### src/hw/rtl/epdd_pkg.sv
// Shared constants, state encoding and control/status structs for the
// EEG packet deframer. No dependencies; used by all other files.
`timescale 1ns / 1ps

package epdd_pkg;

  // Packet geometry.
  localparam int NUM_CHANNELS  = 7;
  localparam int PAYLOAD_DEPTH = 170;
  localparam int BYTE_W        = 8;
  localparam int ADDR_W        = $clog2(PAYLOAD_DEPTH);
  localparam int CH_W          = (NUM_CHANNELS > 1) ? $clog2(NUM_CHANNELS) : 1;
  localparam int CHAN_FIELD_W  = 3;
  localparam int SAMPLE_W      = 12;

  // Framing bytes and the recognized packet header.
  localparam logic [BYTE_W-1:0] SYNC_BYTE = 8'hAA;
  localparam logic [BYTE_W-1:0] PKT_TAG   = 8'hB0;
  localparam logic [BYTE_W-1:0] TAG_LEN   = BYTE_W'(2 * NUM_CHANNELS);
  localparam logic [BYTE_W-1:0] WANT_LEN  = BYTE_W'(2 * NUM_CHANNELS + 2);

  // Low-byte correction: when the 0x10 bit of the high byte is set,
  // a low byte of 3 is read as 2.
  localparam int                HI_FLAG_BIT = 4;
  localparam logic [BYTE_W-1:0] LO_FIX_FROM = 8'd3;
  localparam logic [BYTE_W-1:0] LO_FIX_TO   = 8'd2;

  localparam logic [CH_W-1:0] CHAN_LAST = CH_W'(NUM_CHANNELS - 1);

  // Result kinds.
  localparam logic KIND_SAMPLE = 1'b0;
  localparam logic KIND_STATUS = 1'b1;

  // Controller states: four framing phases, then the result sequencer.
  typedef enum logic [2:0] {
    ST_HUNT,
    ST_LEN,
    ST_PAY,
    ST_CHK,
    ST_READ,
    ST_EMIT,
    ST_STATUS
  } epdd_state_t;

  // Commands from the controller to the datapath.
  typedef struct packed {
    logic sync_set;
    logic sync_clr;
    logic len_load;
    logic pay_write;
    logic chan_clr;
    logic rd_issue;
    logic emit_sample;
    logic emit_status;
  } epdd_cmd_t;

  // Status from the datapath to the controller.
  typedef struct packed {
    logic is_sync;
    logic above_sync;
    logic is_zero;
    logic sync_seen;
    logic pay_done;
    logic chk_ok;
    logic pkt_ok;
    logic chan_last;
    logic out_free;
  } epdd_sts_t;

endpackage

### src/hw/rtl/epdd_dpath.sv
// Datapath of the packet deframer: framing counters, payload memory,
// checksum, sample decode and the output word register. Uses epdd_pkg.
`timescale 1ns / 1ps

module epdd_dpath (
  input  logic                   clk,
  input  logic                   rst_n,
  input  logic [7:0]             in_tdata,
  input  epdd_pkg::epdd_cmd_t    cmd,
  output epdd_pkg::epdd_sts_t    sts,
  output logic                   out_tvalid,
  input  logic                   out_tready,
  output logic [23:0]            out_tdata,
  output logic                   out_tuser,
  output logic                   out_tlast
);

  logic [epdd_pkg::BYTE_W-1:0] rx_byte;

  // Framing registers.
  logic                        sync_seen_r, sync_seen_nxt;
  logic [epdd_pkg::BYTE_W-1:0] len_r, len_nxt;
  logic [epdd_pkg::BYTE_W-1:0] idx_r, idx_nxt;
  logic [epdd_pkg::BYTE_W-1:0] sum_r, sum_nxt;
  logic                        tag0_r, tag0_nxt;
  logic                        tag1_r, tag1_nxt;
  logic [epdd_pkg::CH_W-1:0]   chan_r, chan_nxt;

  // Payload memory with two registered read ports.
  logic [epdd_pkg::BYTE_W-1:0] pay_mem [epdd_pkg::PAYLOAD_DEPTH];
  logic                        wr_in_range;
  logic [epdd_pkg::BYTE_W-1:0] hi_addr, lo_addr;
  logic                        hi_oob, lo_oob;
  logic [epdd_pkg::BYTE_W-1:0] hi_q_r, lo_q_r;
  logic                        hi_oob_r, lo_oob_r;

  // Decode and output registers.
  logic [epdd_pkg::BYTE_W-1:0]       hi_val, lo_val, lo_fix;
  logic [epdd_pkg::SAMPLE_W-1:0]     sample_val;
  logic [epdd_pkg::CH_W+2:0]         chan_ext;
  logic                              out_valid_r, out_valid_nxt;
  logic                              out_kind_r, out_kind_nxt;
  logic                              out_last_r, out_last_nxt;
  logic [epdd_pkg::CHAN_FIELD_W-1:0] out_chan_r, out_chan_nxt;
  logic [epdd_pkg::SAMPLE_W-1:0]     out_sample_r, out_sample_nxt;
  logic [epdd_pkg::BYTE_W-1:0]       out_len_r, out_len_nxt;

  assign rx_byte = in_tdata;

  // Status toward the controller.
  always_comb begin
    sts.is_sync    = (rx_byte == epdd_pkg::SYNC_BYTE);
    sts.above_sync = (rx_byte > epdd_pkg::SYNC_BYTE);
    sts.is_zero    = (rx_byte == '0);
    sts.sync_seen  = sync_seen_r;
    sts.pay_done   = (({1'b0, idx_r} + 9'd1) >= {1'b0, len_r});
    sts.chk_ok     = (rx_byte == ~sum_r);
    sts.pkt_ok     = (len_r == epdd_pkg::WANT_LEN) && tag0_r && tag1_r;
    sts.chan_last  = (chan_r == epdd_pkg::CHAN_LAST);
    sts.out_free   = !out_valid_r || out_tready;
  end

  // Framing counters, checksum and header flags.
  always_comb begin
    sync_seen_nxt = sync_seen_r;
    len_nxt       = len_r;
    idx_nxt       = idx_r;
    sum_nxt       = sum_r;
    tag0_nxt      = tag0_r;
    tag1_nxt      = tag1_r;
    chan_nxt      = chan_r;
    if (cmd.sync_set) begin
      sync_seen_nxt = 1'b1;
    end else if (cmd.sync_clr) begin
      sync_seen_nxt = 1'b0;
    end
    if (cmd.len_load) begin
      len_nxt = rx_byte;
      idx_nxt = '0;
      sum_nxt = '0;
    end
    if (cmd.pay_write) begin
      sum_nxt = sum_r + rx_byte;
      idx_nxt = idx_r + 8'd1;
      // Header bytes are checked as they arrive.
      if (idx_r == 8'd0) begin
        tag0_nxt = (rx_byte == epdd_pkg::PKT_TAG);
      end
      if (idx_r == 8'd1) begin
        tag1_nxt = (rx_byte == epdd_pkg::TAG_LEN);
      end
    end
    if (cmd.chan_clr) begin
      chan_nxt = '0;
    end else if (cmd.emit_sample) begin
      chan_nxt = chan_r + 1'b1;
    end
  end

  always_ff @(posedge clk) begin
    if (!rst_n) begin
      sync_seen_r <= 1'b0;
      len_r       <= '0;
      idx_r       <= '0;
      sum_r       <= '0;
      tag0_r      <= 1'b0;
      tag1_r      <= 1'b0;
      chan_r      <= '0;
    end else begin
      sync_seen_r <= sync_seen_nxt;
      len_r       <= len_nxt;
      idx_r       <= idx_nxt;
      sum_r       <= sum_nxt;
      tag0_r      <= tag0_nxt;
      tag1_r      <= tag1_nxt;
      chan_r      <= chan_nxt;
    end
  end

  // Payload memory write; bytes past the end still count in the sum only.
  assign wr_in_range = ({1'b0, idx_r} < 9'(epdd_pkg::PAYLOAD_DEPTH));

  always_ff @(posedge clk) begin
    if (cmd.pay_write && wr_in_range) begin
      pay_mem[idx_r[epdd_pkg::ADDR_W-1:0]] <= rx_byte;
    end
  end

  // Read addresses of the current channel's high and low bytes.
  assign hi_addr = 8'd2 + 8'({chan_r, 1'b0});
  assign lo_addr = 8'd3 + 8'({chan_r, 1'b0});
  assign hi_oob  = ({1'b0, hi_addr} >= 9'(epdd_pkg::PAYLOAD_DEPTH));
  assign lo_oob  = ({1'b0, lo_addr} >= 9'(epdd_pkg::PAYLOAD_DEPTH));

  always_ff @(posedge clk) begin
    if (cmd.rd_issue) begin
      hi_q_r   <= pay_mem[hi_addr[epdd_pkg::ADDR_W-1:0]];
      lo_q_r   <= pay_mem[lo_addr[epdd_pkg::ADDR_W-1:0]];
      hi_oob_r <= hi_oob;
      lo_oob_r <= lo_oob;
    end
  end

  // Sample decode with the low-byte correction.
  always_comb begin
    hi_val     = hi_oob_r ? '0 : hi_q_r;
    lo_val     = lo_oob_r ? '0 : lo_q_r;
    lo_fix     = (hi_val[epdd_pkg::HI_FLAG_BIT] && (lo_val == epdd_pkg::LO_FIX_FROM)) ?
                 epdd_pkg::LO_FIX_TO : lo_val;
    sample_val = {hi_val[3:0], lo_fix};
    chan_ext   = {3'b000, chan_r};
  end

  // Output word register.
  always_comb begin
    out_valid_nxt  = out_valid_r;
    out_kind_nxt   = out_kind_r;
    out_last_nxt   = out_last_r;
    out_chan_nxt   = out_chan_r;
    out_sample_nxt = out_sample_r;
    out_len_nxt    = out_len_r;
    if (cmd.emit_sample) begin
      out_valid_nxt  = 1'b1;
      out_kind_nxt   = epdd_pkg::KIND_SAMPLE;
      out_last_nxt   = (chan_r == epdd_pkg::CHAN_LAST);
      out_chan_nxt   = chan_ext[epdd_pkg::CHAN_FIELD_W-1:0];
      out_sample_nxt = sample_val;
      out_len_nxt    = len_r;
    end else if (cmd.emit_status) begin
      out_valid_nxt  = 1'b1;
      out_kind_nxt   = epdd_pkg::KIND_STATUS;
      out_last_nxt   = 1'b1;
      out_chan_nxt   = '0;
      out_sample_nxt = '0;
      out_len_nxt    = len_r;
    end else if (out_tready) begin
      out_valid_nxt  = 1'b0;
    end
  end

  always_ff @(posedge clk) begin
    if (!rst_n) begin
      out_valid_r <= 1'b0;
    end else begin
      out_valid_r <= out_valid_nxt;
    end
  end

  always_ff @(posedge clk) begin
    out_kind_r   <= out_kind_nxt;
    out_last_r   <= out_last_nxt;
    out_chan_r   <= out_chan_nxt;
    out_sample_r <= out_sample_nxt;
    out_len_r    <= out_len_nxt;
  end

  assign out_tvalid = out_valid_r;
  assign out_tdata  = {1'b0, out_len_r, out_sample_r, out_chan_r};
  assign out_tuser  = out_kind_r;
  assign out_tlast  = out_last_r;

endmodule

### src/hw/rtl/epdd_ctrl.sv
// Controller of the packet deframer: framing phases and the result
// sequencer. Uses epdd_pkg; drives commands into epdd_dpath.
`timescale 1ns / 1ps

module epdd_ctrl (
  input  logic                 clk,
  input  logic                 rst_n,
  input  logic                 in_tvalid,
  output logic                 in_tready,
  input  epdd_pkg::epdd_sts_t  sts,
  output epdd_pkg::epdd_cmd_t  cmd
);

  epdd_pkg::epdd_state_t state_r, state_nxt;
  logic                  accept;

  // State register.
  always_ff @(posedge clk) begin
    if (!rst_n) begin
      state_r <= epdd_pkg::ST_HUNT;
    end else begin
      state_r <= state_nxt;
    end
  end

  // Next state and commands.
  always_comb begin
    state_nxt = state_r;
    cmd       = '0;
    in_tready = 1'b0;
    accept    = 1'b0;
    case (state_r)
      epdd_pkg::ST_HUNT: begin
        in_tready = 1'b1;
        accept    = in_tvalid;
        if (accept) begin
          if (sts.is_sync && sts.sync_seen) begin
            cmd.sync_clr = 1'b1;
            state_nxt    = epdd_pkg::ST_LEN;
          end else if (sts.is_sync) begin
            cmd.sync_set = 1'b1;
          end else begin
            cmd.sync_clr = 1'b1;
          end
        end
      end
      epdd_pkg::ST_LEN: begin
        in_tready = 1'b1;
        accept    = in_tvalid;
        // Extra sync bytes are skipped.
        if (accept && !sts.is_sync) begin
          if (sts.above_sync) begin
            state_nxt = epdd_pkg::ST_HUNT;
          end else begin
            cmd.len_load = 1'b1;
            state_nxt    = sts.is_zero ? epdd_pkg::ST_CHK : epdd_pkg::ST_PAY;
          end
        end
      end
      epdd_pkg::ST_PAY: begin
        in_tready = 1'b1;
        accept    = in_tvalid;
        if (accept) begin
          cmd.pay_write = 1'b1;
          if (sts.pay_done) begin
            state_nxt = epdd_pkg::ST_CHK;
          end
        end
      end
      epdd_pkg::ST_CHK: begin
        in_tready = 1'b1;
        accept    = in_tvalid;
        if (accept) begin
          if (!sts.chk_ok) begin
            state_nxt = epdd_pkg::ST_HUNT;
          end else if (sts.pkt_ok) begin
            cmd.chan_clr = 1'b1;
            state_nxt    = epdd_pkg::ST_READ;
          end else begin
            state_nxt = epdd_pkg::ST_STATUS;
          end
        end
      end
      epdd_pkg::ST_READ: begin
        cmd.rd_issue = 1'b1;
        state_nxt    = epdd_pkg::ST_EMIT;
      end
      epdd_pkg::ST_EMIT: begin
        if (sts.out_free) begin
          cmd.emit_sample = 1'b1;
          state_nxt       = sts.chan_last ? epdd_pkg::ST_HUNT : epdd_pkg::ST_READ;
        end
      end
      epdd_pkg::ST_STATUS: begin
        if (sts.out_free) begin
          cmd.emit_status = 1'b1;
          state_nxt       = epdd_pkg::ST_HUNT;
        end
      end
      default: begin
        state_nxt = epdd_pkg::ST_HUNT;
      end
    endcase
  end

endmodule

### src/hw/rtl/eeg_packet_deframe_decode.sv
// Sequential serial byte deframer: one received byte per word, decoded results out.
// Non-result bytes are accepted whenever offered; after a good checksum byte the input is held
// off while the status word or the samples are produced, each sample taking a registered memory
// read (ST_READ) and an output register load (ST_EMIT); output stalls lengthen this sequencing.
// After a good checksum, status goes via ST_STATUS, samples via ST_READ and ST_EMIT, to the output.
// Synchronous active-low reset: hunting for sync, output empty; payload memory is not cleared.
`timescale 1ns / 1ps

module eeg_packet_deframe_decode (
  input  logic        clk,
  input  logic        rst_n,
  input  logic        in_tvalid,
  output logic        in_tready,
  input  logic [7:0]  in_tdata,   // [7:0] rx_byte
  output logic        out_tvalid,
  input  logic        out_tready,
  output logic [23:0] out_tdata,  // [2:0] channel, [14:3] sample, [22:15] packet_length
  output logic        out_tuser,  // [0] kind
  output logic        out_tlast
);

  epdd_pkg::epdd_cmd_t cmd;
  epdd_pkg::epdd_sts_t sts;

  epdd_ctrl u_ctrl (
    .clk       (clk),
    .rst_n     (rst_n),
    .in_tvalid (in_tvalid),
    .in_tready (in_tready),
    .sts       (sts),
    .cmd       (cmd)
  );

  epdd_dpath u_dpath (
    .clk        (clk),
    .rst_n      (rst_n),
    .in_tdata   (in_tdata),
    .cmd        (cmd),
    .sts        (sts),
    .out_tvalid (out_tvalid),
    .out_tready (out_tready),
    .out_tdata  (out_tdata),
    .out_tuser  (out_tuser),
    .out_tlast  (out_tlast)
  );

  // A result is only loaded when the output register can take it.
  a_emit_free: assert property (@(posedge clk) disable iff (!rst_n)
    (cmd.emit_sample || cmd.emit_status) |-> sts.out_free)
    else $error("result loaded while output register is occupied");

  // Input is held off while results are being produced.
  a_no_accept_on_emit: assert property (@(posedge clk) disable iff (!rst_n)
    (cmd.emit_sample || cmd.emit_status || cmd.rd_issue) |-> !in_tready)
    else $error("input ready during result sequencing");

  // A status result is a single final word.
  a_status_last: assert property (@(posedge clk) disable iff (!rst_n)
    cmd.emit_status |=> (out_tvalid && out_tlast && out_tuser))
    else $error("status word not marked last");

  // The last channel's sample closes the run.
  a_sample_last: assert property (@(posedge clk) disable iff (!rst_n)
    (cmd.emit_sample && sts.chan_last) |=> (out_tvalid && out_tlast && !out_tuser))
    else $error("final sample not marked last");

endmodule
### config.mk
export PLATFORM = sky130hd
export DESIGN_NAME = eeg_packet_deframe_decode
export DESIGN_NICKNAME = d
export VERILOG_FILES = /design/src/hw/rtl/epdd_pkg.sv /design/src/hw/rtl/epdd_dpath.sv /design/src/hw/rtl/epdd_ctrl.sv /design/src/hw/rtl/eeg_packet_deframe_decode.sv
export SDC_FILE = /design/constraint.sdc
export NUM_CORES = 1
export LEC_CHECK = 0
export BUFFER_PORTS_ARGS = -buffer_cell sky130_fd_sc_hd__buf_2
export CORE_ASPECT_RATIO = 1.4
export CORE_MARGIN = 1.5
export CORE_UTILIZATION = 55
export CTS_CLUSTER_DIAMETER = 60
export CTS_CLUSTER_SIZE = 30
export DETAILED_ROUTE_END_ITERATION = 7
export GPL_ROUTABILITY_DRIVEN = 0
export PLACE_DENSITY_LB_ADDON = 0.3
export SYNTH_ARGS = -nofsm -noshare
export SYNTH_HDL_FRONTEND = slang
export SYNTH_HIERARCHICAL = 1
export SYNTH_SLANG_ARGS = --single-unit
### constraint.sdc
create_clock -name clk -period 4.04 [get_ports clk]
set_clock_uncertainty 0.2 [all_clocks]
set_input_delay 0.404 -clock clk [delete_from_list [all_inputs] [get_ports clk]]
set_output_delay 0.404 -clock clk [all_outputs]
set_load 0.05 [all_outputs]
==> load_flow_metrics.sql, run 1 <==
INSERT INTO impl_metrics (metric_group, metric, value, unit) VALUES
('run_status', 'run_status', 'complete, no violations', ''),
('synthesis', 'ys.flop_type', 'edfxtp_1', ''),
('clocking', 'clk-insertion-delay-late', '500', 'ps'),
('power_and_ir_drop', 'vdd_drop_max', '0.276', 'mV'),
('clocking', 'tritoncts.num_buffers', '15', ''),
('sta', 'fmaxAchievable', '297', 'MHz'),
('routing', 'm1WireLength', '9340', 'um'),
('global_route', 'antenna_found_initial', '0', ''),
('power_and_ir_drop', 'power.combinational.fraction', '0.016', ''),
('synthesis', 'synth.net_count', '752', ''),
('worst_setup_path', 'required', '4250', 'ps'),
('synthesis', 'postSynth.asyncResetShare', '0', ''),
('synthesis', 'ys_warn_count', '6', ''),
('routing', 'wl_per_cell', '22.8', 'um'),
('power_and_ir_drop', 'power_leakage', '4.03', 'nW'),
('placement', 'count_of_buffers_from_port_buffering', '38', ''),
('routing', 'route.detailed.vias_per_inst', '6.17', ''),
('synthesis', 'yosys.area.top_type_share', '0.623', ''),
('routing', 'highest_signal_layer', 'met4', ''),
('layout', 'fin_nets', '791', ''),
('sta', 'tightest_slew', '1140', 'ps'),
('worst_setup_path', 'crit_type', 'reg -> reg', ''),
('clocking', 'cts.sink_count', '280', ''),
('synthesis', 'netlist.top_cell.by_area', 'edfxtp_1', ''),
('floorplanning', 'chipHeight', '176', 'um'),
('power_and_ir_drop', 'sequentialPowerShare', '0.642', ''),
('synthesis', 'syn_avg_cell_area', '16.4', 'um2'),
('worst_setup_path', 'critPathLaunchType', 'flip-flop', ''),
('synthesis', 'synth_edf_count', '245', ''),
('synthesis', 'most_repeated_cell_in_the_gate_level_netlist_after_synthesis', 'edfxtp_1', ''),
('global_route', 'first_global_vias', '6454', ''),
('clocking', 'clk_root_buffer_cell', 'clkbuf_16', ''),
('routing', 'met3_wire_length', '836', 'um'),
('worst_setup_path', 'path_max_fanout', '11', ''),
('synthesis', 'synth.distinct_cells', '55', ''),
('clocking', 'cts_hold_buf', '0', ''),
('clocking', 'tritoncts', 'built', ''),
('power_and_ir_drop', 'power-per-cell-area', '381', 'nW/um2'),
('layout', 'area_growth', '8.37', '%'),
('routing', 'vias', '6303', ''),
('power_and_ir_drop', 'totalPowerFinal', '0.00488', 'W'),
('global_route', 'globalRoute.totalOverflow', '0', ''),
('floorplanning', 'coreArea', '21100', 'um2'),
('routing', 'routed-wl-met2', '12400', 'um'),
('routing', 'drt.antenna.violating_nets', '0', ''),
('sta', 'setup_tns', '0', 'ps'),
('layout', 'drive_gt1_frac', '0.193', ''),
('sta', 'maxSlewHeadroom', '0.233', ''),
('job', 'drv.max_cap_violation_count', '0', ''),
('synthesis', 'yosys-top-cells-count', 'edfxtp_1 (245), mux4_2 (52), dfxtp_1 (35)', ''),
('routing', 'detailedRoute.firstIterationViolations', '489', ''),
('power_and_ir_drop', 'power_report.internal_total', '0.00388', 'W'),
('synthesis', 'synth-seq-area-share', '0.683', ''),
('floorplanning', 'num_io_pins', '40', ''),
('synthesis', 'synth_area_leaders', 'edfxtp_1 (62%), mux4_2 (9.9%), dfxtp_1 (5.9%)', ''),
('routing', 'drtPass1Iterations', '5', ''),
('power_and_ir_drop', 'power_switching_share', '0.205', ''),
('floorplanning', 'dieArea', '22400', 'um2'),
('floorplanning', 'initial_utilization', '0.559', ''),
('worst_hold_path', 'worst_hold_path_type', 'in -> reg', ''),
('floorplanning', 'placementRows', '63', ''),
('clocking', 'ctsResizeCount', '0', ''),
('layout', 'antenna_cells', '0', ''),
('sta', 'slew_viol_final', '0', ''),
('placement', 'detailed_place_hpwl', '15600', 'um'),
('sta', 'final_min_period_over_clock_period', '0.834', ''),
('global_route', 'grt_max_degree', '39', ''),
('floorplanning', 'die_w', '127', 'um'),
('clocking', 'htree_levels', '1', ''),
('layout', 'fill_cells', '1553', ''),
('sta', 'layout_min_cycle_time', '3370', 'ps');
[path summary, 6_finish.rpt]
check                    from              endpoint  cells past startpoint
max          u_dpath/idx_r[2]     u_ctrl/state_r[2]                     11
max reg2reg  u_dpath/idx_r[2]     u_ctrl/state_r[2]                     11
min                out_tready    u_dpath/out_tvalid                      3
min reg2reg  u_dpath/len_r[1]  u_dpath/out_len_r[1]                      0
[cells in the final DEF (no fill, tap or decap), types with 3 or more instances in the layout]
cell,synthesis,routed
a211oi_1,3,3
a21boi_0,3,3
a21o_1,4,4
a21oi_1,22,22
a22oi_1,13,13
a31oi_1,3,3
and2_1,25,25
and3_1,9,9
buf_2,9,38
buf_4,9,19
clkbuf_16,0,15
dfxtp_1,35,34
edfxtp_1,245,245
ha_1,21,21
inv_1,19,19
mux2i_1,27,27
mux4_2,52,52
nand2_1,22,22
nand2b_1,11,11
nand3_1,10,10
nand4_1,7,7
nor2_1,23,23
nor2b_1,26,26
nor3_1,21,20
nor3b_1,10,10
nor4b_4,3,3
o211ai_1,3,3
o21a_1,4,4
o21ai_0,19,19
or4_1,3,3
xnor2_1,9,9
xor2_1,4,3
[cell type report]
class | instances | area, um2 | area share
inverter | 20 | 75.1 | 0.00587
clock inverter | 6 | 91.3 | 0.00714
clock buffer | 16 | 379 | 0.0296
sequential | 280 | 8060 | 0.630
multi-input combinational | 382 | 3500 | 0.274
tap | 260 | 325 | 0.0254
timing repair buffer | 58 | 353 | 0.0276
[power groups by stage]
| stage | clock, W | sequential [W] | combinational, W |
|---|---|---|---|
| 3_3_place_gp | 0 | 0.00319 | 0.0000732 |
| 5_1_grt | 0.00179 | 0.00313 | 0.0000836 |
| 3_5_place_dp | 0 | 0.00320 | 0.0000781 |
| 6_report | 0.00167 | 0.00313 | 0.0000773 |
| 2_1_floorplan | 0 | 0.00320 | 0.0000228 |
| 4_1_cts | 0.00170 | 0.00313 | 0.0000778 |
[per-layer routing]
layer | vias up | global-route usage
met1 | 3214 | 0.266
met3 | 45 | 0.0209
met5 | - | 0
met4 | 0 | 0.0672
met2 | 194 | 0.388
li1 | 2850 | -
[cell families (layout without fill, tap and decap cells)]
| kind of cell | count (synthesis) | count (layout) | synth area share |
|---|---|---|---|
| buf+inv | 56 | 100 | 0.0229 |
| flops | 280 | 280 | 0.683 |
| xor+xnor | 13 | 13 | 0.00965 |
| simple gates | 182 | 182 | 0.0905 |
| mux | 80 | 80 | 0.123 |
| compound gates | 84 | 84 | 0.0468 |
| other cells | 1 | 1 | 0.000318 |
| fa+ha+maj | 22 | 22 | 0.0240 |
[worst max-delay path, cell delays in order (launching register included)]
cell and delay, ps:
dfxtp_1 590, and2_1 410, nand4_1 170, xnor2_1 260
ha_1 310, a21o_1 160, a21oi_1 160, o211ai_1 140
a211o_1 370, o22ai_2 220, a211oi_1 110, o21a_1 180
[metrics by stage]
step                std cells  setup WS, ps  cell area, um2  utilization  hold WS (ps)
finish                   1022           672           12800        0.605          60.4
global route             1022           505           12800        0.605          96.6
CTS                      1022           673           12800        0.605          57.1
detailed placement       1000           662           12300        0.583           265
global placement         1000           793           12300        0.583           260
floorplan                 718          1250           11800            -           229
[flip-flops by register name, indices dropped and copies added, names as in the netlist]
name,flops
u_dpath/out_len_r,8
u_dpath/hi_q_r,5
u_dpath/out_sample_r,12
u_dpath/idx_r,8
u_ctrl/state_r,3
u_dpath/out_tlast,1
u_dpath/out_tvalid,1
u_dpath/chan_r,3
u_dpath/out_tuser,1
u_dpath/lo_q_r,8
u_dpath/pay_mem,208
u_dpath/tag0_r,1
u_dpath/tag1_r,1
u_dpath/out_chan_r,3
u_dpath/sync_seen_r,1
u_dpath/sum_r,8
u_dpath/len_r,8
Power figures use the tool's default switching activity.
==> inputs of run 2 (changes only) <==
--- a/config.mk
+++ b/config.mk
@@ -5,6 +5,7 @@
 export SDC_FILE = /design/constraint.sdc
 export NUM_CORES = 1
 export LEC_CHECK = 0
+export ABC_AREA = 1
 export BUFFER_PORTS_ARGS = -buffer_cell sky130_fd_sc_hd__buf_2
 export CORE_ASPECT_RATIO = 1.4
 export CORE_MARGIN = 1.5
==> constraint.sdc (replaced) <==
create_clock -name clk -period 3 [get_ports clk]
set_clock_uncertainty 0.2 [all_clocks]
set_input_delay 0.3 -clock clk [delete_from_list [all_inputs] [get_ports clk]]
set_output_delay 0.3 -clock clk [all_outputs]
set_load 0.05 [all_outputs]
==> load_flow_metrics.sql, run 2 <==
INSERT INTO impl_metrics (metric_group, metric, value, unit) VALUES
('layout', 'stdcell_count', '1461', ''),
('worst_setup_path', 'path_cells', 'ha_1 > inv_1 > nor2_2 > nand2_1 > xor2_1 > ha_1 > a21oi_1 > o21ai_0 > a21oi_1 > nand3_1 > nand3b_1 > nand2_1 > nor2_2 > a21oi_1 > nor2_1', ''),
('synthesis', 'synth.net_count', '1142', ''),
('floorplanning', 'die_w', '128', 'um'),
('power_and_ir_drop', 'power.combinational.fraction', '0.019', ''),
('routing', 'post-route-drc-count', '0', ''),
('worst_setup_path', 'path_max_fanout', '5', ''),
('routing', 'drtPass1Iterations', '5', ''),
('run_status', 'run_status', 'complete, no violations', ''),
('clocking', 'post-cts-setup-buffers', '0', ''),
('global_route', 'antenna_found_initial', '0', ''),
('floorplanning', 'num_io_pins', '40', ''),
('layout', 'largest_reg_flops', '208', ''),
('power_and_ir_drop', 'power-per-cell-area', '496', 'nW/um2'),
('placement', 'dp_cells', '1432', ''),
('global_route', 'grt_pass1_wl', '41200', 'um'),
('synthesis', 'yosys-top-cells-count', 'edfxtp_1 (245), nor2_1 (222), nand2_1 (131)', ''),
('routing', 'vias', '8145', ''),
('synthesis', 'post_synth_mux_area_share', '0', ''),
('sta', 'final-setup-viol-count', '0', ''),
('sta', 'tightest_slew', '1000', 'ps'),
('synthesis', 'post_synth_fa_ha_maj_area_fraction', '0.0233', ''),
('power_and_ir_drop', 'power_switching_share', '0.207', ''),
('synthesis', 'postSynth.asyncResetShare', '0', ''),
('synthesis', 'dominant_combinational_cell_family_by_area_after_synthesis', 'simple AND/OR/NAND/NOR gates', ''),
('floorplanning', 'chipHeight', '179', 'um'),
('power_and_ir_drop', 'vdd_drop_max', '0.531', 'mV'),
('clocking', 'tritoncts.num_buffers', '15', ''),
('job', 'drv.max_cap_violation_count', '0', ''),
('sta', 'setup_tns', '0', 'ps'),
('worst_setup_path', 'critPathLaunchType', 'flip-flop', ''),
('sta', 'fmaxAchievable', '367', 'MHz'),
('synthesis', 'synthCells', '1108', ''),
('clocking', 'htree_levels', '1', ''),
('worst_setup_path', 'critical_path.slowest_cell', 'dfxtp_1', ''),
('power_and_ir_drop', 'clockPowerShare', '0.342', ''),
('layout', 'antenna_cells', '0', ''),
('placement', 'detailed_place_hpwl', '17500', 'um'),
('synthesis', 'synth_edf_count', '245', ''),
('layout', 'fin_nets', '1191', ''),
('sta', 'finalHoldViolations', '0', ''),
('power_and_ir_drop', 'power_report.internal_total', '0.00523', 'W'),
('routing', 'drt.antenna.violating_nets', '0', ''),
('routing', 'postRouteWirelength', '26200', 'um'),
('floorplanning', 'placementRows', '64', ''),
('clocking', 'clk-insertion-delay-late', '490', 'ps'),
('routing', 'wl_per_cell', '17.9', 'um'),
('synthesis', 'yosys.area_share.xor_xnor', '0.00661', ''),
('placement', 'count_of_buffers_from_port_buffering', '38', ''),
('clocking', 'clockBufferDepth', '3', ''),
('routing', 'detailedRoute.firstIterationViolations', '613', ''),
('worst_setup_path', 'cp_common_cell', 'a21oi_1', ''),
('synthesis', 'netlist.top_cell.by_area', 'edfxtp_1', ''),
('synthesis', 'ys_warn_count', '6', ''),
('synthesis', 'yosys.area.top_type_share', '0.607', ''),
('layout', 'most-common-layout-cells', 'edfxtp_1 (245), nor2_1 (221), nand2_1 (131), o21ai_0 (124), inv_1 (74)', ''),
('global_route', 'globalRoute.totalOverflow', '0', ''),
('power_and_ir_drop', 'sequentialPowerShare', '0.639', ''),
('sta', 'holdWs', '17.9', 'ps'),
('worst_hold_path', 'worst_hold_path_type', 'in -> reg', ''),
('sta', 'maxSlewHeadroom', '0.332', ''),
('worst_setup_path', 'critical_path_arrival', '2920', 'ps'),
('synthesis', 'synth_area_leaders', 'edfxtp_1 (61%), nor2_1 (6.9%), dfxtp_1 (5.8%)', ''),
('sta', 'final_min_period_over_clock_period', '0.908', ''),
('layout', 'drive_gt1_frac', '0.111', ''),
('sta', 'layout_min_cycle_time', '2720', 'ps'),
('clocking', 'tritoncts', 'built', ''),
('clocking', 'clk_root_buffer_cell', 'clkbuf_16', ''),
('synthesis', 'synth-seq-area-share', '0.665', ''),
('synthesis', 'syn_avg_cell_area', '10.9', 'um2'),
('power_and_ir_drop', 'power.net_switching', '0.00137', 'W'),
('worst_setup_path', 'required', '3190', 'ps'),
('layout', 'mostFrequentLayoutCell', 'edfxtp_1', ''),
('global_route', 'grt_max_degree', '105', ''),
('synthesis', 'yosys.area_share.simple', '0.150', ''),
('worst_setup_path', 'end_kind', 'flip-flop', ''),
('routing', 'route.detailed.vias_per_inst', '5.57', ''),
('synthesis', 'ys.flop_type', 'edfxtp_1', ''),
('synthesis', 'mappedNetlistArea', '12100', 'um2'),
('worst_setup_path', 'cp.buffers_inverters', '1', ''),
('layout', 'area_growth', '9.78', '%'),
('sta', 'slew_viol_final', '0', ''),
('clocking', 'clkTransAtPathRegs', '100', 'ps'),
('worst_setup_path', 'crit_path_max_incr_delay', '430', 'ps'),
('synthesis', 'synth_compound_gate_area_share', '0.106', ''),
('synthesis', 'total_of_flip_flops_plus_latches_after_synthesis', '280', ''),
('synthesis', 'synth.distinct_cells', '35', ''),
('floorplanning', 'initial_utilization', '0.556', ''),
('synthesis', 'most_repeated_cell_in_the_gate_level_netlist_after_synthesis', 'edfxtp_1', ''),
('global_route', 'global_route.usage.total', '0.234', ''),
('global_route', 'first_global_vias', '7827', ''),
('clocking', 'cts.sink_count', '280', ''),
('worst_setup_path', 'crit_type', 'reg -> reg', ''),
('floorplanning', 'coreArea', '21800', 'um2'),
('power_and_ir_drop', 'power_leakage', '4.69', 'nW'),
('floorplanning', 'dieArea', '22900', 'um2'),
('layout', 'final_core_utilization', '0.611', ''),
('sta', 'grt_setup_unrepaired', 'false', ''),
('worst_setup_path', 'critical_path.top_delay_family', 'simple AND/OR/NAND/NOR gates', '');
[run 2: through the flow]
stage / setup slack [ps] / area (um2) / total power, W
floorplan: 455 / 12100 / 0.00434
global placement: 317 / 12800 / 0.00442
detailed placement: 230 / 12800 / 0.00442
CTS: 226 / 13300 / 0.00664
global route: 53.6 / 13300 / 0.00678
finish: 277 / 13300 / 0.00659
[run 2: path summary, 6_finish.rpt]
path	cells after the start	slack (ps)	start	endpoint
min	3	20	in_tdata[5]	u_dpath/len_r[5]
max reg2reg	15	280	u_dpath/idx_r[0]	u_ctrl/state_r[0]
min reg2reg	0	250	u_dpath/len_r[5]	u_dpath/out_len_r[5]
max	15	280	u_dpath/idx_r[0]	u_ctrl/state_r[0]
[run 2: layout make-up]
type                            instances  area [um2]
Inverter                               82         313
Timing Repair Buffer                   87         608
Tap cell                              297         372
Clock buffer                           16         379
Fill cell                            1744        8480
Sequential cell                       280        8060
Multi-Input combinational cell        691        3470
Clock inverter                          8         103
[run 2: cell families (layout without fill, tap and decap cells)]
family	after synthesis	in the layout
buffers and inverters	137	193
XOR/XNOR	7	7
flip-flops	280	280
AO/OA/AOI/OAI	220	220
AND/OR/NAND/NOR	441	441
adder cells (fa/ha/maj)	22	22
other	1	1
[run 2: worst register-to-register path: cells and delay by family, from the launching register on]
family	cells	cell delay, ps
AND/OR/NAND/NOR	7	770
adder cells (fa/ha/maj)	2	510
AO/OA/AOI/OAI	4	470
flip-flops	1	430
XOR/XNOR	1	210
buffers and inverters	1	60
[run 2: power groups by stage]
| stage | registers, W | logic, W | clock network (W) |
|---|---|---|---|
| after detailed placement | 0.00430 | 0.000121 | 0 |
| after CTS | 0.00421 | 0.000126 | 0.00230 |
| final | 0.00421 | 0.000125 | 0.00225 |
| after global placement | 0.00430 | 0.000118 | 0 |
| after floorplan | 0.00430 | 0.0000353 | 0 |
| after global routing | 0.00421 | 0.000137 | 0.00242 |
[run 2: per-layer routing]
metal	vias up	global-route usage	wire, um
met5	-	0	0
met4	0	0.0866	801
li1	3957	-	-
met1	3903	0.295	10600
met2	231	0.414	13400
met3	54	0.0288	1410
[run 2: repair_timing]
item,CTS,global route
resized for setup,0,1
endpoints found under the hold margin,20,0
endpoints found under the setup margin,0,3
hold buffers,5,0
